$ cat src/jsu_pkg.sv
// ----------------------------------------------------------------------------
// jsu_pkg
// Shared types and constants for the json string unescaper.
// ----------------------------------------------------------------------------
`default_nettype none

package jsu_pkg;

    // result status codes
    localparam logic [2:0] ST_BYTE   = 3'd0;
    localparam logic [2:0] ST_DONE   = 3'd1;
    localparam logic [2:0] ST_UNTERM = 3'd2;
    localparam logic [2:0] ST_BADHEX = 3'd3;
    localparam logic [2:0] ST_NOQUOT = 3'd4;

    // utf-8 encoding constants
    localparam logic [15:0] CP_TWO_BYTE   = 16'h0080;
    localparam logic [15:0] CP_THREE_BYTE = 16'h0800;
    localparam logic [7:0]  LEAD_TWO      = 8'hC0;
    localparam logic [7:0]  LEAD_THREE    = 8'hE0;
    localparam logic [7:0]  CONT_MARK     = 8'h80;

    localparam int QUEUE_DEPTH = 4;

    // one queued job: a single result, or a code point to encode
    typedef struct packed {
        logic        is_cp;
        logic [15:0] value;
        logic [2:0]  status;
    } jsu_entry_t;

endpackage

`default_nettype wire

$ cat src/jsu_front.sv
// ----------------------------------------------------------------------------
// jsu_front
// Accepts text bytes, tracks the string phase and queues result jobs.
// ----------------------------------------------------------------------------
`default_nettype none

module jsu_front (
    input  wire logic               clk,
    input  wire logic               rst_n,
    input  wire logic               accept,
    input  wire logic [7:0]         data_byte,
    input  wire logic               at_end,
    output jsu_pkg::jsu_entry_t     entry,
    output logic                    push
);

    typedef enum logic [1:0] {
        PH_IDLE = 2'd0,
        PH_STR  = 2'd1,
        PH_ESC  = 2'd2,
        PH_HEX  = 2'd3
    } phase_t;

    localparam logic [7:0] CH_QUOTE = 8'h22;
    localparam logic [7:0] CH_BSL   = 8'h5C;
    localparam logic [7:0] CH_U     = 8'h75;

    phase_t      phase_reg, phase_next;
    logic [1:0]  hex_count_reg, hex_count_next;
    logic [15:0] code_point_reg, code_point_next;
    logic [4:0]  hex;
    logic [15:0] cp_full;

    // bit 4 marks a valid hex digit
    function automatic logic [4:0] hex_value(input logic [7:0] c);
        logic [4:0] r;
        r = '0;
        if (c >= 8'h30 && c <= 8'h39)
            r = {1'b1, c[3:0]};
        else if ((c >= 8'h61 && c <= 8'h66) || (c >= 8'h41 && c <= 8'h46))
            r = {1'b1, c[3:0] + 4'd9};
        return r;
    endfunction

    function automatic logic [7:0] unescape(input logic [7:0] e);
        logic [7:0] r;
        case (e)
            8'h62:   r = 8'h08;
            8'h66:   r = 8'h0C;
            8'h6E:   r = 8'h0A;
            8'h72:   r = 8'h0D;
            8'h74:   r = 8'h09;
            default: r = e;
        endcase
        return r;
    endfunction

    assign hex     = hex_value(data_byte);
    assign cp_full = {code_point_reg[11:0], hex[3:0]};

    always_comb
    begin
        phase_next      = phase_reg;
        hex_count_next  = hex_count_reg;
        code_point_next = code_point_reg;
        push            = 1'b0;
        entry           = '0;
        if (accept)
        begin
            if (phase_reg == PH_IDLE)
            begin
                if (at_end || data_byte != CH_QUOTE)
                begin
                    push         = 1'b1;
                    entry.status = jsu_pkg::ST_NOQUOT;
                end
                else
                begin
                    phase_next = PH_STR;
                end
            end
            else if (at_end)
            begin
                phase_next      = PH_IDLE;
                hex_count_next  = '0;
                code_point_next = '0;
                push            = 1'b1;
                entry.status    = jsu_pkg::ST_UNTERM;
            end
            else if (phase_reg == PH_STR)
            begin
                if (data_byte == CH_QUOTE)
                begin
                    phase_next   = PH_IDLE;
                    push         = 1'b1;
                    entry.status = jsu_pkg::ST_DONE;
                end
                else if (data_byte == CH_BSL)
                begin
                    phase_next = PH_ESC;
                end
                else
                begin
                    push        = 1'b1;
                    entry.value = {8'h00, data_byte};
                end
            end
            else if (phase_reg == PH_ESC)
            begin
                if (data_byte == CH_U)
                begin
                    phase_next      = PH_HEX;
                    hex_count_next  = '0;
                    code_point_next = '0;
                end
                else
                begin
                    phase_next  = PH_STR;
                    push        = 1'b1;
                    entry.value = {8'h00, unescape(data_byte)};
                end
            end
            else
            begin
                if (!hex[4])
                begin
                    phase_next      = PH_IDLE;
                    hex_count_next  = '0;
                    code_point_next = '0;
                    push            = 1'b1;
                    entry.status    = jsu_pkg::ST_BADHEX;
                end
                else if (hex_count_reg != 2'd3)
                begin
                    code_point_next = cp_full;
                    hex_count_next  = hex_count_reg + 2'd1;
                end
                else
                begin
                    phase_next      = PH_STR;
                    hex_count_next  = '0;
                    code_point_next = '0;
                    push            = 1'b1;
                    entry.is_cp     = 1'b1;
                    entry.value     = cp_full;
                end
            end
        end
    end

    always_ff @(posedge clk or negedge rst_n)
    begin
        if (!rst_n)
        begin
            phase_reg      <= PH_IDLE;
            hex_count_reg  <= '0;
            code_point_reg <= '0;
        end
        else
        begin
            phase_reg      <= phase_next;
            hex_count_reg  <= hex_count_next;
            code_point_reg <= code_point_next;
        end
    end

    a_hex_count_only_in_hex: assert property (@(posedge clk) disable iff (!rst_n)
        phase_reg != PH_HEX |-> hex_count_reg == 2'd0 && code_point_reg == 16'd0)
        else $error("hex state left over outside escape");

    a_push_needs_accept: assert property (@(posedge clk) disable iff (!rst_n)
        push |-> accept)
        else $error("job queued without an accepted word");

    a_cp_only_from_hex: assert property (@(posedge clk) disable iff (!rst_n)
        push && entry.is_cp |=> phase_reg == PH_STR)
        else $error("code point job did not return to string phase");

endmodule

`default_nettype wire

$ cat src/jsu_queue.sv
// ----------------------------------------------------------------------------
// jsu_queue
// Short register queue of result jobs between front and back.
// ----------------------------------------------------------------------------
`default_nettype none

module jsu_queue (
    input  wire logic                clk,
    input  wire logic                rst_n,
    input  wire logic                push,
    input  wire jsu_pkg::jsu_entry_t push_entry,
    input  wire logic                pop,
    output jsu_pkg::jsu_entry_t      head,
    output logic                     empty,
    output logic                     full
);

    localparam int PW = $clog2(jsu_pkg::QUEUE_DEPTH);
    localparam int CW = $clog2(jsu_pkg::QUEUE_DEPTH + 1);

    jsu_pkg::jsu_entry_t slot_reg [jsu_pkg::QUEUE_DEPTH];
    logic [PW-1:0] wr_ptr_reg, rd_ptr_reg;
    logic [CW-1:0] count_reg;
    logic          do_push, do_pop;

    assign empty   = (count_reg == '0);
    assign full    = (count_reg == CW'(jsu_pkg::QUEUE_DEPTH));
    assign do_push = push && !full;
    assign do_pop  = pop && !empty;
    assign head    = slot_reg[rd_ptr_reg];

    always_ff @(posedge clk)
    begin
        if (do_push)
            slot_reg[wr_ptr_reg] <= push_entry;
    end

    always_ff @(posedge clk or negedge rst_n)
    begin
        if (!rst_n)
        begin
            wr_ptr_reg <= '0;
            rd_ptr_reg <= '0;
            count_reg  <= '0;
        end
        else
        begin
            if (do_push)
                wr_ptr_reg <= wr_ptr_reg + PW'(1);
            if (do_pop)
                rd_ptr_reg <= rd_ptr_reg + PW'(1);
            if (do_push && !do_pop)
                count_reg <= count_reg + CW'(1);
            else if (do_pop && !do_push)
                count_reg <= count_reg - CW'(1);
        end
    end

    a_no_push_when_full: assert property (@(posedge clk) disable iff (!rst_n)
        !(push && full))
        else $error("push into full queue");

    a_no_pop_when_empty: assert property (@(posedge clk) disable iff (!rst_n)
        !(pop && empty))
        else $error("pop from empty queue");

    a_count_bound: assert property (@(posedge clk) disable iff (!rst_n)
        count_reg <= CW'(jsu_pkg::QUEUE_DEPTH))
        else $error("queue count out of range");

endmodule

`default_nettype wire

$ cat src/jsu_back.sv
// ----------------------------------------------------------------------------
// jsu_back
// Expands queued jobs into result words and holds the output register.
// ----------------------------------------------------------------------------
`default_nettype none

module jsu_back (
    input  wire logic                clk,
    input  wire logic                rst_n,
    input  wire jsu_pkg::jsu_entry_t head,
    input  wire logic                empty,
    output logic                     pop,
    output logic                     out_valid,
    input  wire logic                out_stall,
    output logic [7:0]               out_byte,
    output logic [2:0]               status,
    output logic                     last
);

    logic [1:0] idx_reg;
    logic [1:0] final_idx;
    logic [7:0] byte_sel;
    logic       load;
    logic       out_valid_reg;
    logic [7:0] out_byte_reg;
    logic [2:0] status_reg;
    logic       last_reg;

    // index of the last utf-8 word for the head job
    always_comb
    begin
        if (!head.is_cp || head.value < jsu_pkg::CP_TWO_BYTE)
            final_idx = 2'd0;
        else if (head.value < jsu_pkg::CP_THREE_BYTE)
            final_idx = 2'd1;
        else
            final_idx = 2'd2;
    end

    always_comb
    begin
        byte_sel = head.value[7:0];
        case (final_idx)
            2'd1:
            begin
                if (idx_reg == 2'd0)
                    byte_sel = jsu_pkg::LEAD_TWO | {3'b000, head.value[10:6]};
                else
                    byte_sel = jsu_pkg::CONT_MARK | {2'b00, head.value[5:0]};
            end
            2'd2:
            begin
                if (idx_reg == 2'd0)
                    byte_sel = jsu_pkg::LEAD_THREE | {4'h0, head.value[15:12]};
                else if (idx_reg == 2'd1)
                    byte_sel = jsu_pkg::CONT_MARK | {2'b00, head.value[11:6]};
                else
                    byte_sel = jsu_pkg::CONT_MARK | {2'b00, head.value[5:0]};
            end
            default: byte_sel = head.value[7:0];
        endcase
    end

    assign load = !empty && (!out_valid_reg || !out_stall);
    assign pop  = load && (idx_reg == final_idx);

    always_ff @(posedge clk or negedge rst_n)
    begin
        if (!rst_n)
        begin
            out_valid_reg <= 1'b0;
            idx_reg       <= '0;
        end
        else
        begin
            if (load)
                out_valid_reg <= 1'b1;
            else if (!out_stall)
                out_valid_reg <= 1'b0;
            if (pop)
                idx_reg <= '0;
            else if (load)
                idx_reg <= idx_reg + 2'd1;
        end
    end

    always_ff @(posedge clk)
    begin
        if (load)
        begin
            out_byte_reg <= byte_sel;
            status_reg   <= head.status;
            last_reg     <= (idx_reg == final_idx);
        end
    end

    assign out_valid = out_valid_reg;
    assign out_byte  = out_byte_reg;
    assign status    = status_reg;
    assign last      = last_reg;

    a_idx_range: assert property (@(posedge clk) disable iff (!rst_n)
        idx_reg != 2'd3)
        else $error("word index out of range");

    a_status_is_last: assert property (@(posedge clk) disable iff (!rst_n)
        out_valid_reg && status_reg != jsu_pkg::ST_BYTE |-> last_reg)
        else $error("status word not marked last");

    a_mid_job_nonempty: assert property (@(posedge clk) disable iff (!rst_n)
        idx_reg != 2'd0 |-> !empty)
        else $error("job expansion lost its queue entry");

endmodule

`default_nettype wire

$ cat src/json_string_unescape_utf8.sv
// ----------------------------------------------------------------------------
// json_string_unescape_utf8
// Decodes a json string literal byte stream into utf-8 result words.
// ----------------------------------------------------------------------------
// Takes one text word per cycle, starting with the opening quote, and returns
// decoded bytes with a status (byte, closed, unterminated, bad hex, missing
// quote); last marks the final word caused by each input word. Words that
// cause no result (opening quote, backslash, u, first three hex digits) are
// absorbed. The front accepts one word per cycle whenever the four-entry job
// queue is not full; the back emits one result word per cycle while out_stall
// is low, so a \uXXXX escape of two or three utf-8 bytes holds the back for
// one word per byte; a result passes a queue slot and the output register.
`default_nettype none

module json_string_unescape_utf8 (
    input  wire logic       clk,
    input  wire logic       rst_n,
    input  wire logic       in_valid,
    output logic            in_stall,
    input  wire logic [7:0] data_byte,
    input  wire logic       at_end,
    output logic            out_valid,
    input  wire logic       out_stall,
    output logic [7:0]      out_byte,
    output logic [2:0]      status,
    output logic            last
);

    jsu_pkg::jsu_entry_t push_entry;
    jsu_pkg::jsu_entry_t head;
    logic push, pop, empty, full, accept;

    assign in_stall = full;
    assign accept   = in_valid && !full;

    jsu_front u_front (
        .clk       (clk),
        .rst_n     (rst_n),
        .accept    (accept),
        .data_byte (data_byte),
        .at_end    (at_end),
        .entry     (push_entry),
        .push      (push)
    );

    jsu_queue u_queue (
        .clk        (clk),
        .rst_n      (rst_n),
        .push       (push),
        .push_entry (push_entry),
        .pop        (pop),
        .head       (head),
        .empty      (empty),
        .full       (full)
    );

    jsu_back u_back (
        .clk       (clk),
        .rst_n     (rst_n),
        .head      (head),
        .empty     (empty),
        .pop       (pop),
        .out_valid (out_valid),
        .out_stall (out_stall),
        .out_byte  (out_byte),
        .status    (status),
        .last      (last)
    );

endmodule

`default_nettype wire
$ cat config.mk
export PLATFORM = sky130hd
export DESIGN_NAME = json_string_unescape_utf8
export DESIGN_NICKNAME = d
export VERILOG_FILES = /design/src/jsu_pkg.sv /design/src/jsu_front.sv /design/src/jsu_queue.sv /design/src/jsu_back.sv /design/src/json_string_unescape_utf8.sv
export SDC_FILE = /design/constraint.sdc
export NUM_CORES = 1
export LEC_CHECK = 0
export BUFFER_PORTS_ARGS = -buffer_cell sky130_fd_sc_hd__buf_2
export CAP_MARGIN = 40
export CORE_UTILIZATION = 58
export CTS_CLUSTER_DIAMETER = 120
export DETAILED_ROUTE_END_ITERATION = 12
export GPL_TIMING_DRIVEN = 0
export PLACE_DENSITY = 0.86
export RECOVER_POWER = 25
export SYNTH_ARGS = -nofsm -noshare
export SYNTH_HDL_FRONTEND = slang
export SYNTH_SLANG_ARGS = --single-unit
$ cat constraint.sdc
create_clock -name clk -period 7.4 [get_ports clk]
set_input_delay 1.85 -clock clk [delete_from_list [all_inputs] [get_ports clk]]
set_output_delay 1.85 -clock clk [all_outputs]
set_load 0.01 [all_outputs]
==> results.sh, run 1 <==
export IMPL_peakVddDrop_mv=0.1717
export IMPL_min_period_ns=4.779
export IMPL_cap_viol_max_count=1
export IMPL_path_clk_slew_ns=0.06
export IMPL_clkPwrFrac=0.311
export IMPL_ant_nets=0
export IMPL_viasPerCell=6.419
export IMPL_synthCells=369
export IMPL_yosysWarnings=0
export IMPL_final_setup_viol_count=0
export IMPL_power_density_mw_per_mm2=425.3
export IMPL_start_util=0.5939
export IMPL_cts_root_buffer="clkbuf_8"
export IMPL_dieHeight_um=99.04
export IMPL_fin_setup_tns_ns=0
export IMPL_stdcell_count=542
export IMPL_max_slew_margin_rel=-0.05850
export IMPL_yosys_most_used_dff="edfxtp_1"
export IMPL_largest_reg_flops=80
export IMPL_antenna_found_initial=0
export IMPL_grt_first_pass_wirelength_um=18050
export IMPL_slowest_delay_ns=0.52
export IMPL_cts_resized=0
export IMPL_required_ns=7.82
export IMPL_start_kind="input pin"
export IMPL_io_buffer_count=25
export IMPL_die_area_mm2=0.009808
export IMPL_cp_slowest_cell="a31oi_1"
export IMPL_rows=35
export IMPL_synth_cell_area_mm2=0.005461
export IMPL_drcViolationCount=0
export IMPL_clock_latency_ns=0.51
export IMPL_yosys_top_cells_count="edfxtp_1, dfrtp_1, inv_1"
export IMPL_grt_max_degree=27
export IMPL_yosysTopAreaCellShare=0.5058
export IMPL_core_mm2=0.009196
export IMPL_route_vias_total=3479
export IMPL_cp_data_arrival_time_ns=5.20
export IMPL_layout_drive_gt1_share=0.1949
export IMPL_dieWidth_um=99.04
export IMPL_grt_overflow_total=0
export IMPL_drv_slew=27
export IMPL_p_int_uw=1839
export IMPL_rsz0062_at_grt="no"
export IMPL_nNetsFinal=448
export IMPL_drtPass1Iterations=5
export IMPL_hold_buffers=0
export IMPL_leakagePower_uw=0.002370
export IMPL_hpwl_um=7575
export IMPL_place_gp_congestion=0.9748
export IMPL_io_pins=27
export IMPL_cp_max_fo=9
export IMPL_htreeDepth=4
export IMPL_dp_cells=510
export IMPL_worst_pin_slew_ns=1.588
export IMPL_fmax_ghz=0.2092
export IMPL_seq_area_frac_synth=0.6250
export IMPL_synth_edf_count=92
export IMPL_hold_slack_ns=0.5013
export IMPL_totalWireLength_um=11420
export IMPL_cts_path_max_buffers=2
export IMPL_syn_nets=399
export IMPL_hold_violations=0
export IMPL_initialDrtViolationCount=274
export IMPL_hold_path_class="flip-flop to flip-flop"
export IMPL_swShare=0.3234
export IMPL_synth_top_area_cell="edfxtp_1"
export IMPL_violations="capacitance limit, slew limit"
export IMPL_yosys_top_cells_area="edfxtp_1, dfrtp_1, mux4_2"
export IMPL_grt_pass1_vias=3455
export IMPL_synth_seq_cells=118
export IMPL_area_growth_pct=17.00
export IMPL_p_seq_frac=0.363
export IMPL_crit_chain="buf_2 > inv_1 > ha_1 > o21bai_1 > a211oi_2 > nor2_1 > o31ai_1 > a31oi_1 > ha_1 > inv_1 > fa_1 > xor2_1 > nor2_1 > xor2_1"
export IMPL_synth_most_common_cell="edfxtp_1"
export IMPL_switchingPower_uw=878.8
export IMPL_status="finished with violations"
export IMPL_synthArstFlopShare=0.2203
export IMPL_endpoint_kind="flip-flop"
export IMPL_grt_usage=0.2516
export IMPL_wl_per_cell_um=21.07
export IMPL_finalPower_uw=2717
export IMPL_period_share=0.6458
export IMPL_syn_avg_cell_area_um2=14.80
export IMPL_crit_type="input pin to flip-flop"
export IMPL_cts_tree="built"
export IMPL_ys_types=62
export IMPL_diodes=0
export IMPL_numClockSinks=118
export IMPL_cts_setup_buffers=0
export IMPL_cts_buffers=17
export IMPL_finClkSkew_ns=0.008442
export IMPL_comb_power_share=0.327
-- per-stage QoR --
stage | setup WS [ns] | util | area, um^2
3_3_place_gp | 2.308 | 0.6226 | 5725
3_5_place_dp | 2.123 | 0.6317 | 5809
4_1_cts | 2.634 | 0.6988 | 6426
6_report | 2.621 | 0.6948 | 6390
2_1_floorplan | 2.976 | - | 5461
5_1_grt | 2.359 | 0.6948 | 6390
-- power groups by stage --
| stage | Combinational (uW) | Clock, uW | Sequential (uW) |
|---|---|---|---|
| global route | 966 | 878 | 999 |
| CTS | 901 | 849 | 986 |
| global placement | 815 | 0 | 984 |
| finish | 888 | 844 | 986 |
| detailed placement | 887 | 0 | 993 |
| floorplan | 611 | 0 | 998 |
-- metal layers --
layer | track usage | part of all wire
met3 | 0.05177 | 0.061
met4 | 0.1286 | 0.029
met1 | 0.3156 | 0.41
met2 | 0.4174 | 0.50
met5 | 0 | 0
-- final timing paths --
path,startpoint,endpoint,slack [ns],cells after the start
setup / recovery,data_byte[0],u_queue.count_reg[2],2.62,14
hold / removal,u_front.code_point_reg[8],u_front.code_point_reg[8],0.50,1
setup reg to reg,u_queue.rd_ptr_reg[1],u_queue.count_reg[2],3.23,13
hold reg to reg,u_front.code_point_reg[8],u_front.code_point_reg[8],0.50,1
max in group asynchronous,rst_n,u_front.hex_count_reg[0],4.74,1
min in group asynchronous,rst_n,u_queue.rd_ptr_reg[0],1.73,1
-- cell usage in the layout, fill, tap and decap left out, types with 3 or more instances in the layout --
master / synthesis / layout
a21o_1: 4 / 4
a21oi_1: 10 / 10
a22o_1: 15 / 15
a22oi_1: 4 / 4
a31oi_1: 3 / 3
a32oi_1: 5 / 5
and2_1: 14 / 14
buf_2: 3 / 12
buf_8: 1 / 3
bufinv_16: 0 / 4
clkbuf_1: 10 / 28
clkbuf_16: 0 / 16
clkinv_4: 0 / 3
clkinvlp_4: 0 / 3
dfrtp_1: 26 / 26
edfxtp_1: 92 / 92
ha_1: 16 / 16
inv_1: 24 / 24
mux2_2: 5 / 5
mux4_2: 20 / 20
nand2_1: 12 / 12
nand2b_1: 6 / 6
nand3_1: 4 / 4
nand3b_1: 3 / 3
nor2_1: 13 / 13
nor2b_1: 3 / 3
nor3_1: 4 / 4
nor3b_1: 3 / 3
nor4_1: 3 / 3
o21a_1: 3 / 3
o21ai_0: 8 / 8
o22ai_1: 8 / 8
o31ai_1: 2 / 3
xnor2_1: 7 / 7
-- cell families after synthesis --
| kind of cell | share of synthesized area |
|---|---|
| DFF | 0.6250 |
| muxes | 0.09462 |
| xor gates and xnor gates | 0.01443 |
| and+or+nand+nor | 0.08408 |
| AOI/OAI and AO/OA | 0.1100 |
| adders and majority gates | 0.04032 |
| buffers and inverters | 0.03161 |
-- layout make-up --
type                    count  area [um^2]
flip-flops and latches    118         3413
fillers                   582         2806
multi-input cells         211         1871
clock buffers              17        414.1
clock inverters            15        202.7
repair buffers             30        178.9
well taps                 111        138.9
inverters                  24        90.09
plain buffers              16        81.33
-- critical path, delay by kind of cell --
kind / cells / cell delay [ns]
AOI/OAI and AO/OA: 4 / 1.03
xor gates and xnor gates: 2 / 0.39
adders and majority gates: 3 / 0.99
buffers and inverters: 3 / 0.38
and+or+nand+nor: 2 / 0.58
No activity file was read; power rests on OpenSTA's default activity.
==> inputs of run 2 (changes only) <==
--- a/config.mk
+++ b/config.mk
@@ -5,6 +5,7 @@
 export SDC_FILE = /design/constraint.sdc
 export NUM_CORES = 1
 export LEC_CHECK = 0
+export ABC_AREA = 1
 export BUFFER_PORTS_ARGS = -buffer_cell sky130_fd_sc_hd__buf_2
 export CAP_MARGIN = 40
 export CORE_UTILIZATION = 58
==> constraint.sdc (replaced) <==
create_clock -name clk -period 4.8 [get_ports clk]
set_input_delay 1.2 -clock clk [delete_from_list [all_inputs] [get_ports clk]]
set_output_delay 1.2 -clock clk [all_outputs]
set_load 0.01 [all_outputs]
==> results.sh, run 2 <==
export IMPL_start_kind="flip-flop"
export IMPL_clkPwrFrac=0.260
export IMPL_rsz0062_at_grt="no"
export IMPL_grt_usage=0.2689
export IMPL_finClkSkew_ns=0.007029
export IMPL_cap_viol_max_count=1
export IMPL_final_cell_mix="nand2_1, edfxtp_1, inv_1"
export IMPL_start_util=0.6002
export IMPL_io_buffer_count=25
export IMPL_die_area_mm2=0.01052
export IMPL_yosys_top_cells_count="nand2_1, edfxtp_1, inv_1"
export IMPL_cts_setup_buffers=0
export IMPL_cts_resized=0
export IMPL_pre_cts_ws_ns=0.8632
export IMPL_cts_root_buffer="clkbuf_8"
export IMPL_hpwl_um=9089
export IMPL_clock_latency_ns=0.53
export IMPL_worst_pin_slew_ns=1.528
export IMPL_p_seq_frac=0.359
export IMPL_synthArstFlopShare=0.2203
export IMPL_fin_setup_tns_ns=0
export IMPL_cts_tree="built"
export IMPL_endpoint_kind="flip-flop"
export IMPL_cp_data_arrival_time_ns=4.21
export IMPL_final_setup_viol_count=0
export IMPL_fmax_ghz=0.2634
export IMPL_period_share=0.7908
export IMPL_comb_power_share=0.381
export IMPL_yosys_top_cells_area="edfxtp_1, dfrtp_1, nand2_1"
export IMPL_power_density_mw_per_mm2=634.9
export IMPL_yosys_most_used_dff="edfxtp_1"
export IMPL_synthCells=599
export IMPL_syn_nets=629
export IMPL_fillers=697
export IMPL_antenna_found_initial=0
export IMPL_io_pins=27
export IMPL_synth_cell_area_mm2=0.005867
export IMPL_hold_path_class="flip-flop to flip-flop"
export IMPL_required_ns=5.21
export IMPL_area_growth_pct=13.31
export IMPL_dieWidth_um=102.6
export IMPL_synth_most_common_cell="nand2_1"
export IMPL_wl_per_cell_um=16.48
export IMPL_crit_chain="clkbuf_1 > clkinvlp_2 > clkbuf_1 > nand2_1 > nand3_1 > nand2_1 > nand2_1 > nor2_1 > nand2_2 > nand2_2 > nand2_1 > nand3_1 > ha_1 > inv_1 > fa_1 > a21oi_1 > o21ai_0 > xnor2_1"
export IMPL_cp_max_fo=10
export IMPL_synth_top_area_cell="edfxtp_1"
export IMPL_status="finished with violations"
export IMPL_drtPass1Iterations=5
export IMPL_nNetsFinal=677
export IMPL_worst_path_buf_inv=4
export IMPL_max_slew_margin_rel=-0.01896
export IMPL_hold_violations=0
export IMPL_grt_pass1_vias=4379
export IMPL_path_clk_slew_ns=0.06
export IMPL_critPathMostFrequentCell="nand2_1"
export IMPL_grt_max_degree=27
export IMPL_largest_reg_flops=80
export IMPL_cts_path_max_buffers=2
export IMPL_met2WireLength_um=6665
export IMPL_cp_slowest_cell="fa_1"
export IMPL_crit_type="flip-flop to flip-flop"
export IMPL_initialDrtViolationCount=298
export IMPL_swShare=0.3841
export IMPL_dieHeight_um=102.6
export IMPL_top_layer="met4"
export IMPL_route_vias_total=4495
export IMPL_peakVddDrop_mv=0.2962
export IMPL_yosysTopAreaCellShare=0.4709
export IMPL_drcViolationCount=0
export IMPL_seq_area_frac_synth=0.5818
export IMPL_synth_edf_count=92
export IMPL_hold_buffers=0
export IMPL_place_gp_congestion=0.9018
export IMPL_slowest_delay_ns=0.43
export IMPL_htreeDepth=4
export IMPL_p_int_uw=2599
export IMPL_switchingPower_uw=1621
export IMPL_cts_buffers=17
export IMPL_syn_avg_cell_area_um2=9.794
export IMPL_numClockSinks=118
export IMPL_leakagePower_uw=0.002763
export IMPL_rows=36
export IMPL_viasPerCell=5.676
export IMPL_ant_nets=0
export IMPL_grt_overflow_total=0
export IMPL_synth_seq_cells=118
export IMPL_violations="capacitance limit, slew limit"
export IMPL_drv_slew=27
export IMPL_core_mm2=0.009774
export IMPL_wl_met3_um=880
export IMPL_ys_types=42
export IMPL_wl_met1_um=5056
export IMPL_layout_commonest_cell="nand2_1"
export IMPL_min_period_ns=3.796
export IMPL_grt_first_pass_wirelength_um=20620
export IMPL_totalWireLength_um=13050
export IMPL_worst_slack_ns=1.004
export IMPL_path_delay_family="simple AND/OR/NAND/NOR gates"
export IMPL_yosysWarnings=0
export IMPL_layout_drive_gt1_share=0.1548
export IMPL_diodes=0
## run 2: cell count changes in the layout (fill, tap and decap cells not counted), sizes merged, moves of 6 or more
cell	before	now
a22o	15	0
and2	14	0
buf	18	38
clkbuf	45	29
inv	26	64
mux4	20	0
nand2	13	162
nand2b	6	0
nand3	4	46
nand4	1	10
nor2	13	61
o21ai	8	56
## run 2: worst paths after layout
path | start | end | slack (ns) | depth (start not counted)
max in group asynchronous | rst_n | u_front.code_point_reg[10] | 2.87 | 1
max reg2reg | u_queue.rd_ptr_reg[0] | u_queue.count_reg[2] | 1.00 | 18
min reg2reg | u_back.out_valid | u_back.out_valid | 0.49 | 2
min | u_back.out_valid | u_back.out_valid | 0.49 | 2
max | u_queue.rd_ptr_reg[0] | u_queue.count_reg[2] | 1.00 | 18
min in group asynchronous | rst_n | u_queue.rd_ptr_reg[0] | 1.03 | 1
## run 2: worst min-delay path: stages, from the launching register on
cell     delay [ns]
dfrtp_1        0.33
nand2_1        0.06
nand2_1        0.06
## run 2: metrics by stage
stage | area (um^2) | utilization | total power (uW) | hold slack (ns) | std cells
after floorplan | 5867 | - | 2680 | 0.4530 | 599
final | 6648 | 0.6801 | 4221 | 0.4873 | 792
after global routing | 6648 | 0.6801 | 4485 | 0.5095 | 792
after CTS | 6731 | 0.6887 | 4255 | 0.4916 | 792
after global placement | 6158 | 0.6301 | 3044 | 0.4710 | 757
after detailed placement | 6221 | 0.6365 | 3146 | 0.4736 | 761
## run 2: layer usage
| layer | vias up | track usage |
|---|---|---|
| met1 | 2147 | 0.2977 |
| met2 | 201 | 0.4790 |
| met4 | 0 | 0.1319 |
| met5 | - | 0 |
| li1 | 2107 | - |
| met3 | 40 | 0.07119 |
## run 2: area by class of cell
type	count	area, um^2	area share
clock inverter	12	88.84	0.01336
multi-input combinational	397	2029	0.3053
clock buffer	19	421.7	0.06343
inverter	65	245.2	0.03689
buffer	19	108.9	0.01637
tap	133	166.4	0.02503
timing repair buffer	29	173.9	0.02616
sequential	118	3413	0.5135
## run 2: power by group through the flow
| stage | logic (uW) | clock network [uW] | registers (uW) |
|---|---|---|---|
| 6_report | 1610 | 1100 | 1520 |
| 5_1_grt | 1800 | 1150 | 1540 |
| 4_1_cts | 1640 | 1100 | 1520 |
| 3_5_place_dp | 1620 | 0 | 1530 |
| 3_3_place_gp | 1520 | 0 | 1520 |
| 2_1_floorplan | 1140 | 0 | 1540 |
## run 2: cells by family after synthesis
group / after synthesis / share of synthesized area
AND/OR/NAND/NOR: 291 / 0.2297
XOR/XNOR: 5 / 0.007466
flip-flops: 118 / 0.5818
AO/OA/AOI/OAI: 84 / 0.07998
adder cells (fa/ha/maj): 17 / 0.03753
buffers and inverters: 84 / 0.06355
==> inputs of run 3 (changes only) <==
--- a/config.mk
+++ b/config.mk
@@ -5,7 +5,7 @@
 export SDC_FILE = /design/constraint.sdc
 export NUM_CORES = 1
 export LEC_CHECK = 0
-export ABC_AREA = 1
+export ABC_AREA = 0
 export BUFFER_PORTS_ARGS = -buffer_cell sky130_fd_sc_hd__buf_2
 export CAP_MARGIN = 40
 export CORE_UTILIZATION = 58
==> constraint.sdc (replaced) <==
create_clock -name clk -period 3.8 [get_ports clk]
set_input_delay 0.95 -clock clk [delete_from_list [all_inputs] [get_ports clk]]
set_output_delay 0.95 -clock clk [all_outputs]
set_load 0.01 [all_outputs]
==> results.sh, run 3 (same netlist as run 1, synthesis figures left out) <==
export IMPL_route_vias_total=3546
export IMPL_initialDrtViolationCount=244
export IMPL_place_gp_congestion=0.9748
export IMPL_drtPass1Iterations=5
export IMPL_hold_path_class="flip-flop to flip-flop"
export IMPL_io_buffer_count=25
export IMPL_layout_commonest_cell="edfxtp_1"
export IMPL_endpoint_kind="flip-flop"
export IMPL_nNetsFinal=460
export IMPL_cp_data_arrival_time_ns=4.12
export IMPL_cap_viol_max_count=1
export IMPL_drcViolationCount=0
export IMPL_final_cell_mix="edfxtp_1, clkbuf_1, dfrtp_1"
export IMPL_grt_first_pass_wirelength_um=18120
export IMPL_max_slew_margin_rel=-0.05571
export IMPL_antenna_found_initial=0
export IMPL_cts_path_max_buffers=2
export IMPL_layout_drive_gt1_share=0.2348
export IMPL_largest_reg_flops=80
export IMPL_cts_root_buffer="clkbuf_8"
export IMPL_core_mm2=0.009196
export IMPL_dieHeight_um=99.04
export IMPL_fin_setup_tns_ns=0
export IMPL_startpoint="u_queue.rd_ptr_reg[0]"
export IMPL_io_pins=27
export IMPL_htreeDepth=4
export IMPL_die_area_mm2=0.009808
export IMPL_rrSetupSlack_ns=0.08
export IMPL_cts_tree="built"
export IMPL_totalWireLength_um=11690
export IMPL_viasPerCell=6.401
export IMPL_finish_utilization=0.7112
export IMPL_crit_type="flip-flop to flip-flop"
export IMPL_reg2regPathDepth=13
export IMPL_start_kind="flip-flop"
export IMPL_wl_per_cell_um=21.11
export IMPL_cp_max_fo=6
export IMPL_clock_latency_ns=0.51
export IMPL_hold_buffers=0
export IMPL_leakagePower_uw=0.002449
export IMPL_finClkSkew_ns=0.008574
export IMPL_power_density_mw_per_mm2=837.0
export IMPL_place_area_mm2=0.005809
export IMPL_path_clk_slew_ns=0.06
export IMPL_rows=35
export IMPL_grt_max_degree=27
export IMPL_grt_usage=0.2533
export IMPL_hpwl_um=7575
export IMPL_final_setup_viol_count=0
export IMPL_numClockSinks=118
export IMPL_grt_pass1_vias=3480
export IMPL_crit_path_end="u_queue.count_reg[1]"
export IMPL_min_period_ns=3.724
export IMPL_status="finished with violations"
export IMPL_drv_slew=27
export IMPL_dieWidth_um=99.04
export IMPL_area_growth_pct=19.75
export IMPL_rr_startpoint="u_queue.rd_ptr_reg[0]"
export IMPL_fmax_ghz=0.2685
export IMPL_r2r_end="u_queue.count_reg[1]"
export IMPL_hold_violations=0
export IMPL_peakVddDrop_mv=0.3820
export IMPL_violations="capacitance limit, slew limit"
export IMPL_grt_overflow_total=0
export IMPL_finalInstanceArea_mm2=0.006540
export IMPL_start_util=0.5939
export IMPL_worst_pin_slew_ns=1.584
export IMPL_period_share=0.9801
export IMPL_diodes=0
export IMPL_required_ns=4.20
export IMPL_cts_buffers=17
export IMPL_ant_nets=0
[run 3: cell count changes in the layout (fill, tap and decap cells not counted), moves of 17 or more]
cell / before / now
o21ai_0: 41 / 8
buf_2: 28 / 11
nand3_1: 42 / 4
nor2_1: 51 / 12
inv_1: 59 / 24
nand2_1: 149 / 12
mux4_2: 0 / 20
[run 3: timing repair]
item                       4_1_cts  5_1_grt
resized for setup                4        8
pin swaps                        3        5
cloned                           0        0
setup buffers                    1       11
setup endpoints to repair        2        2
[run 3: report_power, final]
group | switching (uW) | total (uW) | internal, uW
registers | 125 | 1920 | 1800
logic | 1070 | 1910 | 834
clock network | 579 | 1650 | 1070
total | 1780 | 5470 | 3700
[run 3: critical path, cell delays in order, from the launching register on]
cell	delay, ns
dfrtp_1	0.35
buf_6	0.14
buf_12	0.12
buf_4	0.11
mux4_2	0.53
or4_4	0.55
buf_4	0.17
o31ai_2	0.28
a311o_2	0.32
nand2_4	0.08
ha_4	0.17
inv_1	0.08
fa_2	0.43
mux2_2	0.28
[run 3: metal layers]
metal | vias to the layer above | global-route usage | routed length (um)
li1 | 1566 | - | -
met1 | 1780 | 0.3166 | 4789
met2 | 168 | 0.4180 | 5826
met3 | 32 | 0.05816 | 716
met4 | 0 | 0.1274 | 360
met5 | - | 0 | 0
[run 3: layout make-up]
cell class	instances	area, um^2
clock inverter	15	202.7
buffer	16	96.34
clock buffer	17	414.1
timing repair buffer	42	276.5
sequential	118	3413
inverter	24	90.09
multi-input combinational	211	1908
fill	553	2656
tap	111	138.9
[run 3: worst min-delay path by stage]
stage,startpoint,end,depth (start not counted)
floorplan,u_queue.count_reg[2],u_queue.count_reg[2],1
global placement,u_back.out_valid,u_back.out_valid,2
detailed placement,u_front.code_point_reg[8],u_front.code_point_reg[8],1
CTS,rst_n,u_back.idx_reg[0],1
global route,u_front.code_point_reg[8],u_front.code_point_reg[8],1
finish,u_back.out_valid,u_back.out_valid,2
[run 3: stage by stage]
step           hold WS, ns  setup slack [ns]  cells  total power, uW
6_report            0.4941           0.07558    554             5474
5_1_grt             0.5080         -0.006862    554             5709
4_1_cts             0.4696          0.003015    543             5348
3_5_place_dp        0.4840           -0.5769    510             3660
3_3_place_gp        0.4645           -0.3922    505             3503
2_1_floorplan       0.4560            0.2759    369             3133
